**src/rtl/core/ctac_pkg.sv**
```systemverilog
// Package for the cell track associator.
// Holds result kinds, register indexes and the stored entry type.
// No dependencies.
`timescale 1ns / 1ps

package ctac_pkg;

    // Result kinds carried in each output beat.
    localparam logic [2:0] KIND_REJECTED  = 3'd0;
    localparam logic [2:0] KIND_CONTINUED = 3'd1;
    localparam logic [2:0] KIND_NEW       = 3'd2;
    localparam logic [2:0] KIND_DROPPED   = 3'd3;
    localparam logic [2:0] KIND_ENDED     = 3'd4;
    localparam logic [2:0] KIND_CLOSED    = 3'd5;

    // Register indexes (byte address divided by four).
    localparam logic [2:0] REG_GATE_X      = 3'd0;
    localparam logic [2:0] REG_GATE_Y      = 3'd1;
    localparam logic [2:0] REG_GATE_HEIGHT = 3'd2;
    localparam logic [2:0] REG_WIDTH_MIN   = 3'd3;
    localparam logic [2:0] REG_WIDTH_MAX   = 3'd4;
    localparam logic [2:0] REG_HEIGHT_MIN  = 3'd5;
    localparam logic [2:0] REG_HEIGHT_MAX  = 3'd6;

    // One stored track entry.
    typedef struct packed {
        logic [15:0] x;
        logic [15:0] y;
        logic [15:0] h;
        logic [15:0] id;
    } entry_t;

    // Entry as it travels around the ring, with its continuation mark.
    typedef struct packed {
        entry_t ent;
        logic   mark;
    } ring_t;

endpackage

```
**src/rtl/core/ctac_gate.sv**
```systemverilog
// Gate comparator at the head of the ring.
// Tests one stored entry against the detection on x, y and height.
// Depends on ctac_pkg.
`timescale 1ns / 1ps

module ctac_gate
    import ctac_pkg::*;
(
    input  entry_t      ent,
    input  logic [15:0] det_x,
    input  logic [15:0] det_y,
    input  logic [15:0] det_h,
    input  logic [15:0] gate_x,
    input  logic [15:0] gate_y,
    input  logic [15:0] gate_height,
    output logic        hit
);

    logic [15:0] dx;
    logic [15:0] dy;
    logic [15:0] dh;

    // Absolute differences, each strictly below its gate.
    always_comb
    begin
        dx  = (det_x >= ent.x) ? (det_x - ent.x) : (ent.x - det_x);
        dy  = (det_y >= ent.y) ? (det_y - ent.y) : (ent.y - det_y);
        dh  = (det_h >= ent.h) ? (det_h - ent.h) : (ent.h - det_h);
        hit = (dx < gate_x) && (dy < gate_y) && (dh < gate_height);
    end

endmodule

```
**config.mk**
```make
export PLATFORM = sky130hd
export DESIGN_NAME = ctac_gate
export DESIGN_NICKNAME = d
export VERILOG_FILES = /design/src/rtl/core/ctac_pkg.sv /design/src/rtl/core/ctac_gate.sv
export SDC_FILE = /design/constraint.sdc
export NUM_CORES = 1
export LEC_CHECK = 0
export ABC_CLOCK_PERIOD_IN_PS = 14200
export BUFFER_PORTS_ARGS = -buffer_cell sky130_fd_sc_hd__clkbuf_2
export CORE_MARGIN = 3
export CORE_UTILIZATION = 61
export DETAILED_ROUTE_END_ITERATION = 16
export PLACE_DENSITY = 0.9
export SLEW_MARGIN = 0
export SYNTH_ARGS = -nofsm -noshare
export SYNTH_HDL_FRONTEND = slang
export SYNTH_SLANG_ARGS = --single-unit
```
**constraint.sdc**
```tcl
create_clock -name vclk -period 14.2
set_input_delay 2.13 -clock vclk [all_inputs]
set_output_delay 2.13 -clock vclk [all_outputs]
set_load 0.02 [all_outputs]
```
[Yosys cells after proc, flatten, opt, wreduce, memory -nomap -nowiden]
Cells that the tools add are included.
Word-level totals
  word-level logic and storage cells: 17
  bits in registers: 0
  input bits: 160
  output and inout port bits: 1
Operators by class
  order comparisons: 6
  add/sub/neg operators: 6
  multiplexer cells: 3
  reduce and logical (&&, ||, !) cells: 2
Operators by type and width (count)
  subtractor 16 bit: 6
  >= comparator 16 bit: 3
  < comparator 16 bit: 3
  two-way mux 16 bit: 3
  logical AND 1 bit: 2

[Logic depth before layout (Yosys ltp)]
Gate-level depths: netlist (run 1).
  depth in word-level cells: 5
  mapped depth: 20
  mapped depth without buffers: 19

[Worst setup path after synthesis (run 1)]
OpenSTA, ideal clock, no wires.
  kind: input to output
  from: input ent[34] (netlist name)
  to: output hit
  required time: 12.070 ns
  buffers on the path: 2
  arrival: 5.746 ns
  stages on the path: 18
  slack: 6.324 ns
  path through: inv_1 ha_1 clkbuf_1 a21oi_1 a21oi_1 nand4_1 a31oi_1 buf_2 mux2i_1 xor2_1 ha_1 a21o_1 a21o_1 a21o_1 a21o_1 a211o_1 a31o_2 nor3_1
Between the ends
  word-level cells in the longest chain between the ends: 5
  elaborated cells between the ends (all ways): 7
  classes of those cells: 2 x add/sub; 2 x order compare; 1 x mux; 2 x reduce/logical
RTL lines
  start: declaration: line ctac_gate.sv:9  | input entry_t ent,
  subtractor 16 bit or >= comparator 16 bit (tied branches): line ctac_gate.sv:27  | dy = (det_y >= ent.y) ? (det_y - ent.y) : (ent.y - det_y);
  two-way mux 16 bit *: line ctac_gate.sv:27
  < comparator 16 bit *: line ctac_gate.sv:29  | hit = (dx < gate_x) && (dy < gate_y) && (dh < gate_height);
  logical AND 1 bit * (2 in series): line ctac_gate.sv:29
  end: declaration: line ctac_gate.sv:16  | output logic hit
Mark *: on every way between the ends. The rest lies on a longest branch, timed or not.

[Worst setup path after layout (run 1)]
  from: input det_x[0]
  to: output hit
Between the ends
  word-level cells in the longest chain between the ends: 5
  elaborated cells between the ends (all ways): 7
  classes of those cells: 2 x add/sub; 2 x order compare; 1 x mux; 2 x reduce/logical
RTL lines
  start: declaration: line ctac_gate.sv:10  | input logic [15:0] det_x,
  subtractor 16 bit or >= comparator 16 bit (tied branches): line ctac_gate.sv:26  | dx = (det_x >= ent.x) ? (det_x - ent.x) : (ent.x - det_x);
  two-way mux 16 bit *: line ctac_gate.sv:26
  < comparator 16 bit *: line ctac_gate.sv:29
  logical AND 1 bit * (2 in series): line ctac_gate.sv:29
Marks and branches as above.

==> results of run 1 <==
-- final cells by class --
class / instances / area share (%)
Multi-Input combinational cell: 618 / 77.4
Inverter: 153 / 9.00
Timing Repair Buffer: 146 / 11.5
Tap cell: 108 / 2.12
-- power groups by stage --
stage,Clock [W],Sequential (W),Combinational (W)
6_report,0,0,0.000315
5_1_grt,0,0,0.000357
4_1_cts,0,0,0.000313
3_5_place_dp,0,0,0.000311
3_3_place_gp,0,0,0.000302
2_1_floorplan,0,0,0.000239
-- cell families after synthesis --
| kind of cell | after synthesis | share of synthesized area, % |
|---|---|---|
| AND/OR/NAND/NOR | 143 | 13.0 |
| multiplexers | 26 | 4.62 |
| adder cells (fa/ha/maj) | 144 | 32.3 |
| buffers and inverters | 188 | 13.7 |
| AO/OA/AOI/OAI | 264 | 30.1 |
| XOR/XNOR | 41 | 6.28 |
-- cell usage after synthesis (6+ instances only) --
master	count	area share [%]
inv_1	153	10
ha_1	138	30
a21oi_1	85	7.4
a21o_1	45	5.9
o21ai_0	39	3.4
nor2_1	35	2.3
nand2_1	32	2.1
mux2i_1	23	4.0
xor2_1	21	3.2
xnor2_1	20	3.1
nand4_1	18	2.0
a31oi_1	16	1.8
o21a_1	14	1.8
buf_2	13	1.1
clkbuf_1	13	0.85
nand2b_1	11	1.2
nand3_1	11	0.96
a211oi_1	10	1.3
and3_1	6	0.66
buf_6	6	1.2
fa_1	6	2.1
nor2b_1	6	0.66
-- placed cells by master, fill, tap and decap left out, drive strengths merged, types with 3 or more instances in the layout --
cell type,count
inv,153
fa,6
mux2i,23
a2111oi,3
a21boi,5
nand3,11
nor3,5
mux2,3
ha,138
nor2b,6
nand2b,11
and2,3
a21o,48
nor2,35
o211ai,4
and4,4
xnor2,20
a221o,4
clkbuf,145
or2,4
nand2,32
a31oi,16
o31ai,5
nand3b,3
xor2,21
o21bai,4
a21oi,86
o21a,14
a211oi,11
nand4,18
and3,7
o21ai,45
-- routing by layer --
layer  global-route usage (%)  wire [µm]  share of wire (%)
met5                        0          0                  0
met4                     4.58        225                1.6
met1                     34.6       6330                 46
met2                     42.4       6260                 46
met3                    0.338        836                6.1
-- per-stage QoR --
stage	hold slack, ns	instances
after global routing	5.10	1025
after CTS	5.03	1025
after detailed placement	5.03	1025
after floorplan	4.76	806
final	5.01	1025
after global placement	5.02	1025
-- critical path, stage by stage --
cell	delay, ns
clkbuf_2	0.09
inv_1	0.05
ha_1	0.15
inv_1	0.06
fa_1	0.39
nand3_1	0.16
a31oi_1	0.14
o21ai_1	0.20
nor3b_2	0.89
o311ai_0	0.29
o21ai_1	0.20
xnor2_1	0.15
ha_1	0.26
a21oi_1	0.14
nor2b_1	0.06
o21ai_0	0.16
nand3_1	0.10
a211o_1	0.28
a31o_2	0.21
nor3_1	0.17
clkbuf_2	0.21
-- worst paths after layout --
path	endpoint	from	slack (ns)	depth (start not counted)
max	hit	det_x[0]	5.58	21
min	hit	gate_y[6]	5.01	8
==> implementation parameters, run 1 <==
Parameter                              Value

Yosys
  Total standard cell area after synthesis    0.00572 mm²
  YS warnings    0
  Number of different library cells in the post-synthesis netlist    58
  Mean instance size in the synthesized netlist    7.09 µm²
  Net count of the mapped netlist    1110
  Gate count after technology mapping    806
  Proportion of synthesized chip area in sequential cells    0%

Power and ir drop
  Switching power summed over all nets    0.000170 W
  Largest voltage drop on the vdd net    0.0000239 V
  Overall Power    0.000315 W
  Internal power    0.000144 W
  Cell Pwr Density    49.3 mW/mm²
  Switching share of total power    54.2%
  Leakage power figure    3.79 nW
  Combinational power share    100.0%
  Proportion of power drawn by flip-flops and latches    0%
  Part of the power in the clock network    0%

Final layout
  Area Growth Syn to Fin    11.6%
  Area taken by multi-input logic gates    0.00494 mm²
  Number of inserted diodes    0
  Final-layout fill cell count    758
  Share of final-layout standard cells stronger than drive strength 1    18.6%
  Number of flip-flops and latches    0
  Final nets    1223
  Storage cell area    0 µm²
  Final-layout clock buffer total    0
  Finished Cell Area    0.00638 mm²
  Fin util    71.4%

STA
  Final Worst Setup Slack    5.58 ns
  Setup Total Neg Slack    0 ns
  Slew at the pin closest to its max-slew limit    1.06 ns
  Max-Slew Margin vs Limit    28.8%
  Final hold violation count    0
  Final critical path time including I/O delays and setup    8.62 ns
  Fraction of the cycle the final worst path needs    60.7%
  Setup repair after global routing missed its margin    no
  Number of max-slew violations in the final report    0
  Fmax achieved    0.116 GHz
  Final number of setup-violating endpoints    0

Floorplanning
  Die area    0.0106 mm²
  Num rows    34
  Die boundary width    103 µm
  Num ports    161
  Starting Density    64.0%
  Die outline height    103 µm
  Floorplan Core Area    0.00893 mm²

Drt
  Post-DR vias/cell    5.71
  Routed length per instance    13.3 µm
  Pre-Repair DR Iteration Count    5
  Total detailed-routing wirelength    13700 µm
  Number of nets still failing antenna checks after routing    0
  DRT iter0 DRCs    273
  DR vias    5853
  Residual DRC count    0

Place
  Estimated wirelength of the detail-placed design    11900 µm
  Instance area at placement    0.00638 mm²
  IO Port Bufs    145
  Last weighted congestion value of the routability-driven placer    0.919
  Post-placement setup slack    5.63 ns

Worst setup path
  Required time of the critical path    12.07 ns
  Classification of the worst setup path    primary input to output pin
  Largest fanout on the critical path    16
  Crit path capture type    output pin
  Worst endpoint data arrival time    6.49 ns
  Startpoint kind of the worst setup timing path    primary input

Global routing
  Pin count of the biggest net entering global routing    22
  First-pass GRT wire length    22300 µm
  Via count of the first global-routing pass    5298
  Number of antenna violations at the first check in global routing    0
  Total track usage    24.5%
  Sum of overflow across all layers after global routing    0

Clocking
  Post-CTS Hold Buffers    0
  # resized after CTS    0
  Number of setup buffers added after CTS    0

Flow run
  Max-capacitance violation count    0

Run status
  Run status    finished, final reports clean

Worst hold path
  Path class of the lowest-slack min-delay path    primary input to output pin
Power figures use the tool's default switching activity.
==> inputs of run 2 (changes only) <==
--- a/config.mk
+++ b/config.mk
@@ -5,12 +5,12 @@
 export SDC_FILE = /design/constraint.sdc
 export NUM_CORES = 1
 export LEC_CHECK = 0
-export ABC_CLOCK_PERIOD_IN_PS = 14200
+export ABC_CLOCK_PERIOD_IN_PS = 7130
 export BUFFER_PORTS_ARGS = -buffer_cell sky130_fd_sc_hd__clkbuf_2
 export CORE_MARGIN = 3
-export CORE_UTILIZATION = 61
+export CORE_UTILIZATION = 51
 export DETAILED_ROUTE_END_ITERATION = 16
-export PLACE_DENSITY = 0.9
+export PLACE_DENSITY = 0.8
 export SLEW_MARGIN = 0
 export SYNTH_ARGS = -nofsm -noshare
 export SYNTH_HDL_FRONTEND = slang
==> constraint.sdc (replaced) <==
create_clock -name vclk -period 7.13
set_input_delay 1.0695 -clock vclk [all_inputs]
set_output_delay 1.0695 -clock vclk [all_outputs]
set_load 0.02 [all_outputs]
==> run 2 against run 1 <==
  * Non-clock buffer count is 2 higher
  * Worst hold slack lost 2.1 ns
  * Combinational power up 99%
  * Global-route usage fell by 3.1 points
  * Worst setup slack worse by 4.6 ns
  * Final cell count up 3.3%
  * Cell area increased by 0.86%
==> implementation parameters, run 2 (synthesis results as in run 1) <==
Parameter                              Value

Worst setup path
  Classification of the worst setup path    primary input to output pin
  Largest fanout on the critical path    9 (-7)
  Startpoint kind of the worst setup timing path    primary input
  Crit path capture type    output pin
  Worst endpoint data arrival time    5.06 ns (-1.43 ns)
  Required time of the critical path    6.06 ns (-6.01 ns)
  Largest incremental delay on the critical path    0.58 ns (-0.31 ns)
  Sequence of cells on the critical path    clkbuf_2, inv_1, ha_1, inv_1, fa_1, nand3_1, a31oi_1, o21ai_1, nor3b_2, buf_4, a21oi_1, xor2_1, ha_1, a21o_1, a21o_1, a21oi_1, o22ai_1, a211o_1, a31o_2, nor3_1, clkbuf_2
  CP max stage cell    nor3b_2

Global routing
  Total track usage    21.5% (-3.1 points)
  Sum of overflow across all layers after global routing    0 (unchanged)
  Via count of the first global-routing pass    5502 (+3.9%)
  Pin count of the biggest net entering global routing    16 (-27%)
  Number of antenna violations at the first check in global routing    0 (unchanged)
  First-pass GRT wire length    23800 µm (+6.9%)

Drt
  Wl on met1    6220 µm (-1.8%)
  Residual DRC count    0 (unchanged)
  Max Used Layer    met4
  Pre-Repair DR Iteration Count    5 (unchanged)
  Total detailed-routing wirelength    13900 µm (+2.0%)
  Post-DR vias/cell    5.53 (-3.2%)
  DR vias    5853 (unchanged)
  Routed length per instance    13.2 µm (-1.3%)
  DR WL met3    725 µm (-13%)
  Number of nets still failing antenna checks after routing    0 (unchanged)
  DRT iter0 DRCs    322 (+18%)
  DR WL met2    6590 µm (+5.2%)

Final layout
  Share of final-layout standard cells stronger than drive strength 1    18.8% (+0.18 points)
  Area Growth Syn to Fin    12.6%
  Highest-count cells in the layout ignoring fill and taps    inv_1, clkbuf_2, ha_1
  Final nets    1225 (+0.16%)
  Number of inserted diodes    0 (unchanged)
  Storage cell area    0 µm² (unchanged)
  Final std cells w/o fill    1059 (+3.3%)
  Number of flip-flops and latches    0 (unchanged)
  Area taken by multi-input logic gates    0.00494 mm² (unchanged)
  Leading cell type in the layout, fill and taps excluded    inv_1
  Final-layout clock buffer total    0 (unchanged)
  Final-layout fill cell count    1079 (+42%)

Power and ir drop
  Leakage power figure    3.80 nW (+0.25%)
  Proportion of power drawn by flip-flops and latches    0% (unchanged)
  Combinational power share    100.0% (about the same)
  Switching share of total power    54.1% (-0.12 points)
  Cell Pwr Density    97.2 mW/mm² (+97%)
  Largest voltage drop on the vdd net    0.0000508 V (+110%)
  Internal power    0.000287 W (+99%)
  Part of the power in the clock network    0% (unchanged)
  Switching power summed over all nets    0.000338 W (+98%)

Place
  IO Port Bufs    145 (unchanged)
  Post-placement setup slack    1.03 ns (-4.60 ns)
  Estimated wirelength of the detail-placed design    12200 µm (+2.4%)
  Placed insts    1059 (+3.3%)
  Last weighted congestion value of the routability-driven placer    0.944 (+2.7%)

STA
  Setup repair after global routing missed its margin    no
  Setup Total Neg Slack    0 ns (unchanged)
  Fraction of the cycle the final worst path needs    85.9%
  Final Worst Setup Slack    1.00 ns (-4.58 ns)
  Final critical path time including I/O delays and setup    6.13 ns
  Number of max-slew violations in the final report    0 (unchanged)
  Final hold violation count    0 (unchanged)
  Max-Slew Margin vs Limit    56.7% (+28 points)
  Final number of setup-violating endpoints    0 (unchanged)
  Fmax achieved    0.163 GHz
  Slew at the pin closest to its max-slew limit    0.646 ns (-0.418 ns)

Floorplanning
  Num ports    161 (unchanged)
  Die area    0.0125 mm² (+18%)
  Die outline height    112 µm (+8.8%)
  Die boundary width    112 µm (+8.8%)
  Num rows    38 (+12%)
  Floorplan Core Area    0.0109 mm² (+22%)
  Starting Density    52.5% (-11 points)

Run status
  Run status    finished, final reports clean

Worst hold path
  Path class of the lowest-slack min-delay path    primary input to output pin
  Cell depth of the worst hold path    8 (unchanged)

Clocking
  # resized after CTS    0 (unchanged)
  Post-CTS Hold Buffers    0 (unchanged)
  Number of setup buffers added after CTS    0 (unchanged)

Flow run
  Max-capacitance violation count    0 (unchanged)
## run 2: changes by cell type in the layout (fill, tap and decap cells not counted)
cell   change
buf_4      +2
## run 2: final cells by class
type               instances  area share, %
multi-input cells        618           76.7
repair buffers           148           11.6
inverters                153           8.92
well taps                140           2.72
## run 2: worst paths after layout
path	from	to	slack [ns]
setup / recovery	det_x[0]	hit	1.00
hold / removal	gate_y[7]	hit	2.92
## run 2: metrics by stage
step,hold WS [ns],power [W],cell area (µm²),util [%]
2_1_floorplan,2.64,0.000476,5720,-
3_3_place_gp,2.92,0.000612,6440,59.1
3_5_place_dp,2.94,0.000622,6440,59.1
4_1_cts,2.94,0.000627,6440,59.1
5_1_grt,2.97,0.000714,6440,59.1
6_report,2.92,0.000626,6440,59.1
## run 2: power groups by stage
stage          Sequential (W)  Combinational, W  Clock, W
3_3_place_gp                0          0.000612         0
2_1_floorplan               0          0.000476         0
6_report                    0          0.000626         0
5_1_grt                     0          0.000714         0
3_5_place_dp                0          0.000622         0
4_1_cts                     0          0.000627         0
## run 2: layer usage
metal / vias up / GRT usage, %
li1: 3022 / -
met5: - / 0
met2: 198 / 37.9
met4: 0 / 5.11
met1: 2603 / 28.7
met3: 30 / 0.924
## run 2: critical path: cells and delay by family
family | cells | cell delay [ns]
AOI/OAI and AO/OA | 9 | 1.42
and+or+nand+nor | 3 | 0.89
adders and majority gates | 3 | 0.83
buffers and inverters | 5 | 0.68
xor gates and xnor gates | 1 | 0.16
